`src/sv/psbd_pkg.sv`:
```
`timescale 1ns / 1ps

package psbd_pkg;

	localparam int DATA_W = 32;
	localparam int CNT_W  = 8;
	localparam int CAP_W  = 8;

	localparam logic MODE_PUSH = 1'b0;
	localparam logic MODE_POP  = 1'b1;

	typedef enum logic [1:0] {
		ST_OK       = 2'd0,
		ST_NOT_INIT = 2'd1,
		ST_FULL     = 2'd2,
		ST_EMPTY    = 2'd3
	} psbd_status_t;

	typedef enum logic {
		S_IDLE = 1'b0,
		S_EXEC = 1'b1
	} psbd_state_t;

	// controller -> datapath
	typedef struct packed {
		logic start;
		logic load;
	} psbd_cmd_t;

	// datapath -> controller
	typedef struct packed {
		logic out_free;
	} psbd_sts_t;

endpackage

```
`src/sv/psbd_req_if.sv`:
```
`timescale 1ns / 1ps

interface psbd_req_if;
	logic                                valid;
	logic                                ready;
	logic                                mode;
	logic signed [psbd_pkg::DATA_W-1:0]  data_in;

	modport source (output valid, output mode, output data_in, input ready);
	modport sink   (input valid, input mode, input data_in, output ready);
endinterface

```
`src/sv/psbd_rsp_if.sv`:
```
`timescale 1ns / 1ps

interface psbd_rsp_if;
	logic                                valid;
	logic                                ready;
	psbd_pkg::psbd_status_t              status;
	logic signed [psbd_pkg::DATA_W-1:0]  data_out;
	logic [psbd_pkg::CNT_W-1:0]          occupancy;

	modport source (output valid, output status, output data_out, output occupancy,
		input ready);
	modport sink   (input valid, input status, input data_out, input occupancy,
		output ready);
endinterface

```
`src/sv/parity_steered_bounded_deque_core.sv`:
```
`timescale 1ns / 1ps

// Bounded deque of signed 32-bit words, held in a ring buffer of DEPTH entries.
// Channels: req (sink) carries mode and data_in; rsp (source) carries
// status, data_out and occupancy. Both move an item on valid && ready.
// A push sends odd non-negative words to the front and all others to the
// rear; a pop returns the front word. Every request item yields one result.
// cfg_we/cfg_wdata write the capacity register; 0 leaves the deque not
// initialised, values above DEPTH act as DEPTH. Write it only while idle.
// An accepted item's status, count and pop data are registered first, then
// moved into the output register once it frees. A new item is taken only
// after the last one's result has moved to the output register.
// Reset clears capacity, head and count; no memory clearing pass is needed.
// When rsp stalls, the output register holds its item; the block still
// accepts one more item and holds its finished result until the output
// register frees, with req.ready low meanwhile.
module parity_steered_bounded_deque_core #(
	parameter int DEPTH = 128
) (
	input  logic                        clk,
	input  logic                        arst_n,
	psbd_req_if.sink                    req,
	psbd_rsp_if.source                  rsp,
	input  logic                        cfg_we,
	input  logic [psbd_pkg::CAP_W-1:0]  cfg_wdata
);
	import psbd_pkg::*;

	psbd_cmd_t cmd;
	psbd_sts_t sts;

	// sequencer: accept in idle, deliver result in exec
	psbd_ctrl u_ctrl (
		.clk      (clk),
		.arst_n   (arst_n),
		.in_valid (req.valid),
		.in_ready (req.ready),
		.sts      (sts),
		.cmd      (cmd)
	);

	// pointers, capacity, entry memory and output register
	psbd_dp #(
		.DEPTH (DEPTH)
	) u_dp (
		.clk           (clk),
		.arst_n        (arst_n),
		.cfg_we        (cfg_we),
		.cfg_wdata     (cfg_wdata),
		.cmd           (cmd),
		.sts           (sts),
		.in_mode       (req.mode),
		.in_data       (req.data_in),
		.out_valid     (rsp.valid),
		.out_ready     (rsp.ready),
		.out_status    (rsp.status),
		.out_data      (rsp.data_out),
		.out_occupancy (rsp.occupancy)
	);

endmodule

```
`src/sv/psbd_ctrl.sv`:
```
`timescale 1ns / 1ps

module psbd_ctrl (
	input  logic                clk,
	input  logic                arst_n,
	input  logic                in_valid,
	output logic                in_ready,
	input  psbd_pkg::psbd_sts_t sts,
	output psbd_pkg::psbd_cmd_t cmd
);
	import psbd_pkg::*;

	psbd_state_t state_q;
	psbd_state_t state_d;

	always_ff @(posedge clk or negedge arst_n) begin
		if (!arst_n) begin
			state_q <= S_IDLE;
		end else begin
			state_q <= state_d;
		end
	end

	always_comb begin
		state_d = state_q;
		unique case (state_q)
			S_IDLE: begin
				if (in_valid) state_d = S_EXEC;
			end
			S_EXEC: begin
				if (sts.out_free) state_d = S_IDLE;
			end
			default: state_d = S_IDLE;
		endcase
	end

	always_comb begin
		in_ready  = 1'b0;
		cmd.start = 1'b0;
		cmd.load  = 1'b0;
		unique case (state_q)
			S_IDLE: begin
				in_ready  = 1'b1;
				cmd.start = in_valid;
			end
			S_EXEC: begin
				cmd.load = sts.out_free;
			end
			default: ;
		endcase
	end

endmodule

```
`src/sv/psbd_dp.sv`:
```
`timescale 1ns / 1ps

module psbd_dp #(
	parameter int DEPTH = 128
) (
	input  logic                                clk,
	input  logic                                arst_n,
	input  logic                                cfg_we,
	input  logic [psbd_pkg::CAP_W-1:0]          cfg_wdata,
	input  psbd_pkg::psbd_cmd_t                 cmd,
	output psbd_pkg::psbd_sts_t                 sts,
	input  logic                                in_mode,
	input  logic signed [psbd_pkg::DATA_W-1:0]  in_data,
	output logic                                out_valid,
	input  logic                                out_ready,
	output psbd_pkg::psbd_status_t              out_status,
	output logic signed [psbd_pkg::DATA_W-1:0]  out_data,
	output logic [psbd_pkg::CNT_W-1:0]          out_occupancy
);
	import psbd_pkg::*;

	localparam int IW = (DEPTH > 1) ? $clog2(DEPTH) : 1;
	localparam int SW = ((IW > CNT_W) ? IW : CNT_W) + 1;
	localparam logic [SW-1:0] DEPTH_SW = SW'(DEPTH);
	localparam logic [IW-1:0] LAST_IDX = IW'(DEPTH - 1);
	// effective capacity ceiling: the register cannot exceed 255
	localparam logic [CAP_W:0] DEPTH_CAP = (DEPTH > 255) ? (CAP_W+1)'(256) : (CAP_W+1)'(DEPTH);

	logic [CAP_W-1:0] cap_q;
	logic [IW-1:0]    head_q;
	logic [CNT_W-1:0] cnt_q;
	logic [DATA_W-1:0] mem [DEPTH];
	logic [DATA_W-1:0] rd_q;

	psbd_status_t     status_s1;
	logic             pop_ok_s1;
	logic [CNT_W-1:0] cnt_s1;

	logic             out_valid_q;
	psbd_status_t     out_status_q;
	logic [DATA_W-1:0] out_data_q;
	logic [CNT_W-1:0] out_occ_q;

	logic [CAP_W:0]   limit;
	logic             full;
	logic             to_front;
	logic [SW-1:0]    tail_sum;
	logic [IW-1:0]    tail_idx;
	logic [IW-1:0]    head_dec;
	logic [IW-1:0]    head_inc;
	psbd_status_t     status_d;
	logic             mem_we;
	logic             mem_re;
	logic [IW-1:0]    waddr;
	logic [IW-1:0]    head_d;
	logic [CNT_W-1:0] cnt_d;

	always_comb begin
		limit    = ({1'b0, cap_q} > DEPTH_CAP) ? DEPTH_CAP : {1'b0, cap_q};
		full     = {1'b0, cnt_q} >= limit;
		to_front = in_data[0] & ~in_data[DATA_W-1];
		tail_sum = SW'(head_q) + SW'(cnt_q);
		if (tail_sum >= DEPTH_SW) tail_sum = tail_sum - DEPTH_SW;
		tail_idx = tail_sum[IW-1:0];
		head_dec = (head_q == '0) ? LAST_IDX : head_q - 1'b1;
		head_inc = (head_q == LAST_IDX) ? '0 : head_q + 1'b1;
	end

	always_comb begin
		status_d = ST_OK;
		mem_we   = 1'b0;
		mem_re   = 1'b0;
		waddr    = head_q;
		head_d   = head_q;
		cnt_d    = cnt_q;
		priority if (cap_q == '0) begin
			status_d = ST_NOT_INIT;
		end else if (in_mode == MODE_PUSH) begin
			if (full) begin
				status_d = ST_FULL;
			end else begin
				mem_we = 1'b1;
				cnt_d  = cnt_q + 1'b1;
				priority if (cnt_q == '0) begin
					waddr = head_q;
				end else if (to_front) begin
					waddr  = head_dec;
					head_d = head_dec;
				end else begin
					waddr = tail_idx;
				end
			end
		end else begin
			if (cnt_q == '0) begin
				status_d = ST_EMPTY;
			end else begin
				mem_re = 1'b1;
				head_d = head_inc;
				cnt_d  = cnt_q - 1'b1;
			end
		end
	end

	always_ff @(posedge clk or negedge arst_n) begin
		if (!arst_n) begin
			cap_q  <= '0;
			head_q <= '0;
			cnt_q  <= '0;
		end else begin
			if (cfg_we) cap_q <= cfg_wdata;
			if (cmd.start) begin
				head_q <= head_d;
				cnt_q  <= cnt_d;
			end
		end
	end

	always_ff @(posedge clk) begin
		if (cmd.start && mem_we) mem[waddr] <= in_data;
	end

	always_ff @(posedge clk) begin
		if (cmd.start && mem_re) rd_q <= mem[head_q];
	end

	always_ff @(posedge clk) begin
		if (cmd.start) begin
			status_s1 <= status_d;
			pop_ok_s1 <= mem_re;
			cnt_s1    <= cnt_d;
		end
	end

	always_ff @(posedge clk or negedge arst_n) begin
		if (!arst_n) begin
			out_valid_q <= 1'b0;
		end else if (cmd.load) begin
			out_valid_q <= 1'b1;
		end else if (out_ready) begin
			out_valid_q <= 1'b0;
		end
	end

	always_ff @(posedge clk) begin
		if (cmd.load) begin
			out_status_q <= status_s1;
			out_data_q   <= pop_ok_s1 ? rd_q : '0;
			out_occ_q    <= cnt_s1;
		end
	end

	assign sts.out_free   = ~out_valid_q | out_ready;
	assign out_valid      = out_valid_q;
	assign out_status     = out_status_q;
	assign out_data       = out_data_q;
	assign out_occupancy  = out_occ_q;

	a_cnt_bound: assert property (@(posedge clk) disable iff (!arst_n)
		{1'b0, cnt_q} <= DEPTH_CAP)
		else $error("entry count beyond storage");

	a_head_range: assert property (@(posedge clk) disable iff (!arst_n)
		SW'(head_q) < DEPTH_SW)
		else $error("head index out of range");

	a_push_count: assert property (@(posedge clk) disable iff (!arst_n)
		cmd.start && mem_we |=> cnt_q == $past(cnt_q) + 1'b1)
		else $error("accepted push did not advance count");

	a_empty_zero: assert property (@(posedge clk) disable iff (!arst_n)
		cmd.load && status_s1 == ST_EMPTY |=> out_data_q == '0)
		else $error("empty pop returned nonzero data");

endmodule

```
`src/flat_wrapper.sv`:
```
// flat-port wrapper written by rule: the top's interface ports become plain ports
module parity_steered_bounded_deque_core_flat import psbd_pkg::*;
#(
	parameter int DEPTH = 128
)
  (clk, arst_n, cfg_we, cfg_wdata, req_valid, req_mode, req_data_in, req_ready, rsp_valid, rsp_status, rsp_data_out, rsp_occupancy, rsp_ready);
  psbd_req_if req_i ();
  psbd_rsp_if rsp_i ();
  input  logic clk;
  input  logic arst_n;
  input  logic cfg_we;
  input  logic [psbd_pkg::CAP_W-1:0] cfg_wdata;
  input wire logic [$bits(req_i.valid)-1:0] req_valid;
  input wire logic [$bits(req_i.mode)-1:0] req_mode;
  input wire logic [$bits(req_i.data_in)-1:0] req_data_in;
  output wire logic [$bits(req_i.ready)-1:0] req_ready;
  output wire logic [$bits(rsp_i.valid)-1:0] rsp_valid;
  output wire logic [$bits(rsp_i.status)-1:0] rsp_status;
  output wire logic [$bits(rsp_i.data_out)-1:0] rsp_data_out;
  output wire logic [$bits(rsp_i.occupancy)-1:0] rsp_occupancy;
  input wire logic [$bits(rsp_i.ready)-1:0] rsp_ready;
  assign req_i.valid = req_valid;
  assign req_i.mode = req_mode;
  assign req_i.data_in = req_data_in;
  assign req_ready = req_i.ready;
  assign rsp_valid = rsp_i.valid;
  assign rsp_status = rsp_i.status;
  assign rsp_data_out = rsp_i.data_out;
  assign rsp_occupancy = rsp_i.occupancy;
  assign rsp_i.ready = rsp_ready;
  parity_steered_bounded_deque_core #(.DEPTH(DEPTH)) u_core (.clk(clk), .arst_n(arst_n), .req(req_i), .rsp(rsp_i), .cfg_we(cfg_we), .cfg_wdata(cfg_wdata));
endmodule
```
`config.mk`:
```
export PLATFORM = sky130hd
export DESIGN_NAME = parity_steered_bounded_deque_core_flat
export DESIGN_NICKNAME = d
export VERILOG_FILES = /design/src/sv/psbd_pkg.sv /design/src/sv/psbd_req_if.sv /design/src/sv/psbd_rsp_if.sv /design/src/sv/parity_steered_bounded_deque_core.sv /design/src/sv/psbd_ctrl.sv /design/src/sv/psbd_dp.sv /design/src/flat_wrapper.sv
export SDC_FILE = /design/constraint.sdc
export NUM_CORES = 2
export LEC_CHECK = 0
export BUFFER_PORTS_ARGS = -buffer_cell sky130_fd_sc_hd__buf_2
export CAP_MARGIN = 25
export CORE_UTILIZATION = 43
export CTS_CLUSTER_DIAMETER = 40
export DETAILED_ROUTE_END_ITERATION = 6
export PLACE_DENSITY = 0.56
export RECOVER_POWER = 50
export SLEW_MARGIN = 20
export SYNTH_ARGS = -nofsm -noshare
export SYNTH_HDL_FRONTEND = slang
export SYNTH_SLANG_ARGS = --single-unit
```
`constraint.sdc`:
```
create_clock -name clk -period 9.1 [get_ports clk]
set_clock_uncertainty 0.2 [all_clocks]
set_input_delay 1.365 -clock clk [delete_from_list [all_inputs] [get_ports clk]]
set_output_delay 1.365 -clock clk [all_outputs]
set_load 0.02 [all_outputs]
```
==> out/results.tsv <==
metric	value	unit
post-route ant nets	0	
Starting Density	0.433	
mapped cell area	163000	µm²
placer congestion estimate	0.933	
Total Wirelength	509000	µm
run status	finished, violations left	
initial antenna violation count	51	
Seq pwr share	0.361	
CTS sink count	4206	
clock power share	0.359	
class of the worst hold path	flip-flop to flip-flop	
DRT Pass-1 Iters	7	
CTS buffer count	551	
Worst Path Arrival	7.69	ns
Buf/Inv on CP	3	
Most used DFF post-synth	edfxtp_1	
post-synthesis mux area share	0.164	
Setup Viol. Count Final	0	
routed len/inst	38.3	µm
max-slew violations	3798	
vias in the first global route	80600	
Synth Area in Compound Gates	0.0214	
Worst Setup End Kind	flip-flop	
DR iter-0 viols	12800	
reg-to-reg slack, setup	2.95	ns
fillers	29700	
r2r startpoint	u_core.u_dp.head_q[1]$_DFFE_PN0P_	
power share of the combinational group	0.281	
vias	82900	
Async S/R FF share, synth	0.00594	
IO buf count	89	
worst-skew pair later-pin latency	1.08	ns
PD cells	322	nW/µm²
Cell Rows	225	
Chip Width	617	µm
Slew @ Worst Pin	5.67	ns
Syn Inst Count	7243	
largest family of logic cells by synthesized area	multiplexers	
Hold Vio Cnt, Final	0	
FF+latch count, synth	4206	
largest fanout on the critical path	56	
switching share of total power	0.328	
post-synthesis average cell area	22.5	µm²
CTS Hold Buffers Added	0	
residual DRC count	0	
number of synthesized flops with an enable pin	4181	
post-DR vias/cell	6.24	
Die Area	381000	µm²
root buffer cell	clkbuf_16	
Worst Path Required	9.20	ns
failing checks	capacitance limit, slew limit	
simple logic cell fraction of the synthesized area	0.0220	
MaxCap Viol Count	71	
Yosys Warn Count	0	
CTS tree	yes	
cell repeated most along the worst path	clkbuf_1	
XOR/XNOR Fraction of Synth Area	0.000807	
RSZ-0062 raised after global routing	no	
Seq/Total Area, Yosys	0.775	
setup bufs post-CTS	0	
Worst-path clk slew	0.05	ns
clk buf depth	4	
# resized after CTS	0	
chip height	617	µm
Top Family by Delay on Critical Path	buffers and inverters	
Slew Limit Headroom	-2.78	
Synth Area in Adders	0.00158	
fin util	0.504	
hold_sp	u_core.u_dp.cnt_s1[6]$_DFFE_PP_	
Net Sw Power	20.1	mW
critical path's slowest cell	clkbuf_1	
Cell variety after synth	79	
crit-path cells	clkbuf_1, clkbuf_1, clkbuf_1	
first-pass GRT wire length	688000	µm
P_leak	60.1	nW
area grow syn2layout	16.5	%
FMAX	132	MHz
proportion of layout cells with a drive suffix above 1	0.304	
CP peak stage delay	2.57	ns
nets	7895	
worst vdd ir	0.289	mV
Syn Nets	7309	
Internal	41.0	mW
htree depth	6	
critical path type	input pin to flip-flop	
Overall Global Routing Usage	0.265	
Period Utilization, post-route	0.834	
CP startpoint kind	input pin	
largest net degree at the start of global routing	119	
min cycle time layout	7.59	ns
total global routing overflow	0	
DP HPWL	308000	µm
Critical Path Source	req_data_in[13]	
Core Region	376000	µm²
setup TNS	0	ns
I/O Pins	90	
## per-stage QoR
step / setup slack, ns / total power [mW] / cells / hold slack [ns] / area (µm²)
final: 1.51 / 61.1 / 13300 / 0.255 / 190000
after floorplan: 3.14 / 31.9 / 7243 / 0.200 / 163000
after global placement: 2.57 / 39.3 / 12200 / 0.261 / 171000
after global routing: 1.50 / 62.5 / 13300 / 0.268 / 189000
after detailed placement: 2.91 / 39.4 / 12300 / 0.264 / 171000
after CTS: 2.91 / 61.2 / 13300 / 0.126 / 190000
## synthesized netlist by cell type, types with 11 or more instances
| master | n | area [µm²] |
|---|---|---|
| clkbuf_1 | 81 | 304 |
| nand3_1 | 53 | 265 |
| a31oi_1 | 14 | 87.6 |
| buf_6 | 44 | 495 |
| buf_2 | 156 | 781 |
| and3_1 | 13 | 81.3 |
| buf_4 | 84 | 631 |
| nor3_2 | 47 | 470 |
| buf_1 | 37 | 139 |
| edfxtp_1 | 4181 | 126000 |
| a211oi_1 | 27 | 203 |
| inv_1 | 11 | 41.3 |
| mux2i_1 | 290 | 2900 |
| ha_1 | 19 | 238 |
| nor4_1 | 27 | 169 |
| dfrtp_1 | 25 | 626 |
| nor3_1 | 111 | 556 |
| mux4_2 | 1033 | 23300 |
| and2_1 | 41 | 257 |
| o21ai_0 | 93 | 465 |
| mux2_2 | 43 | 484 |
| xnor2_1 | 12 | 105 |
| o31ai_1 | 15 | 113 |
| o211ai_1 | 12 | 90.1 |
| a221oi_1 | 14 | 123 |
| nor2_1 | 83 | 312 |
| nand2_1 | 227 | 852 |
| o22ai_1 | 55 | 344 |
| o221ai_1 | 21 | 184 |
| a22oi_1 | 82 | 616 |
| a21oi_1 | 121 | 606 |
| nand4_1 | 14 | 87.6 |
| nand2b_1 | 12 | 75.1 |
| nor2b_1 | 25 | 156 |
## registers in the layout, summed over array words and instances (netlist names), 7 cells and up
register / flops
u_core.u_dp.cnt_q: 8
u_core.u_dp.cnt_s1: 8
u_core.u_dp.cap_q: 8
u_core.u_dp.head_q: 7
u_core.u_dp.out_occupancy: 8
u_core.u_dp.mem: 4096
u_core.u_dp.rd_q: 32
u_core.u_dp.out_data: 32
## power groups by stage
stage	combinational (mW)	sequential (mW)	clock, mW
after floorplan	9.79	22.2	0
after CTS	17.0	22.0	22.2
final	17.1	22.0	21.9
after global routing	17.6	22.0	22.9
after global placement	16.9	22.4	0
after detailed placement	17.0	22.4	0
## layer usage
metal  wire (µm)  global-route usage
met3       54300              0.0636
met2      231000               0.399
met1      199000               0.371
met5          90                   0
met4       24300               0.110
## placed cells by master (no fill, tap or decap), types with 13 or more instances in the layout
cell type | synthesis | final
edfxtp_1 | 4181 | 4181
mux4_2 | 1033 | 1033
clkbuf_16 | 0 | 559
mux2i_1 | 290 | 285
buf_4 | 84 | 280
nand2_1 | 227 | 226
clkbuf_1 | 81 | 133
a21oi_1 | 121 | 120
nor3_2 | 47 | 89
o21ai_0 | 93 | 85
a22oi_1 | 82 | 80
nor2_1 | 83 | 73
clkinv_2 | 0 | 73
clkinv_1 | 4 | 72
bufinv_16 | 0 | 66
buf_2 | 156 | 56
o22ai_1 | 55 | 55
nand3_1 | 53 | 53
clkinvlp_4 | 0 | 48
nor3_4 | 1 | 45
mux2_2 | 43 | 43
inv_6 | 0 | 40
clkinv_4 | 0 | 40
and2_0 | 1 | 31
nor3_1 | 111 | 25
a211oi_1 | 27 | 25
clkinv_8 | 0 | 24
nor2b_1 | 25 | 22
o221ai_1 | 21 | 21
ha_1 | 19 | 19
nor4_1 | 27 | 18
buf_12 | 0 | 18
dfrtp_1 | 25 | 18
diode_2 | 0 | 17
o31ai_1 | 15 | 15
nand4_1 | 14 | 14
a31oi_1 | 14 | 14
a221oi_1 | 14 | 14
and3_1 | 13 | 13
## cells by family (layout without fill, tap and decap cells)
| kind of cell | count (synthesis) | count (layout) |
|---|---|---|
| and+or+nand+nor | 687 | 687 |
| AOI/OAI and AO/OA | 529 | 529 |
| DFF | 4206 | 4206 |
| other | 0 | 17 |
| muxes | 1366 | 1366 |
| buffers and inverters | 420 | 1453 |
| xor gates and xnor gates | 15 | 15 |
| adders and majority gates | 20 | 20 |
## final timing paths
kind,cells after the start,endpoint
worst min register to register,0,u_core.u_dp.out_occupancy[6]$_DFFE_PP_
max in group asynchronous,1,u_core.u_dp.head_q[3]$_DFFE_PN0P_
worst max register to register,11,u_core.u_dp.mem[82][25]$_DFFE_PP_
worst min-delay path,0,u_core.u_dp.out_occupancy[6]$_DFFE_PP_
worst max-delay path,3,u_core.u_dp.mem[120][13]$_DFFE_PP_
min in group asynchronous,1,u_core.u_dp.out_valid$_DFFE_PN0P_
## final cells by class
| class | count | area (µm²) | area share |
|---|---|---|---|
| diodes | 17 | 42.5 | 0.000224 |
| clock buffers | 618 | 14200 | 0.0751 |
| clock inverters | 382 | 4460 | 0.0236 |
| inverters | 15 | 66.3 | 0.000350 |
| multi-input cells | 2617 | 35100 | 0.185 |
| flip-flops and latches | 4206 | 126000 | 0.666 |
| well taps | 4994 | 6250 | 0.0330 |
| repair buffers | 438 | 3140 | 0.0166 |
(Power assumes the default switching activity.)
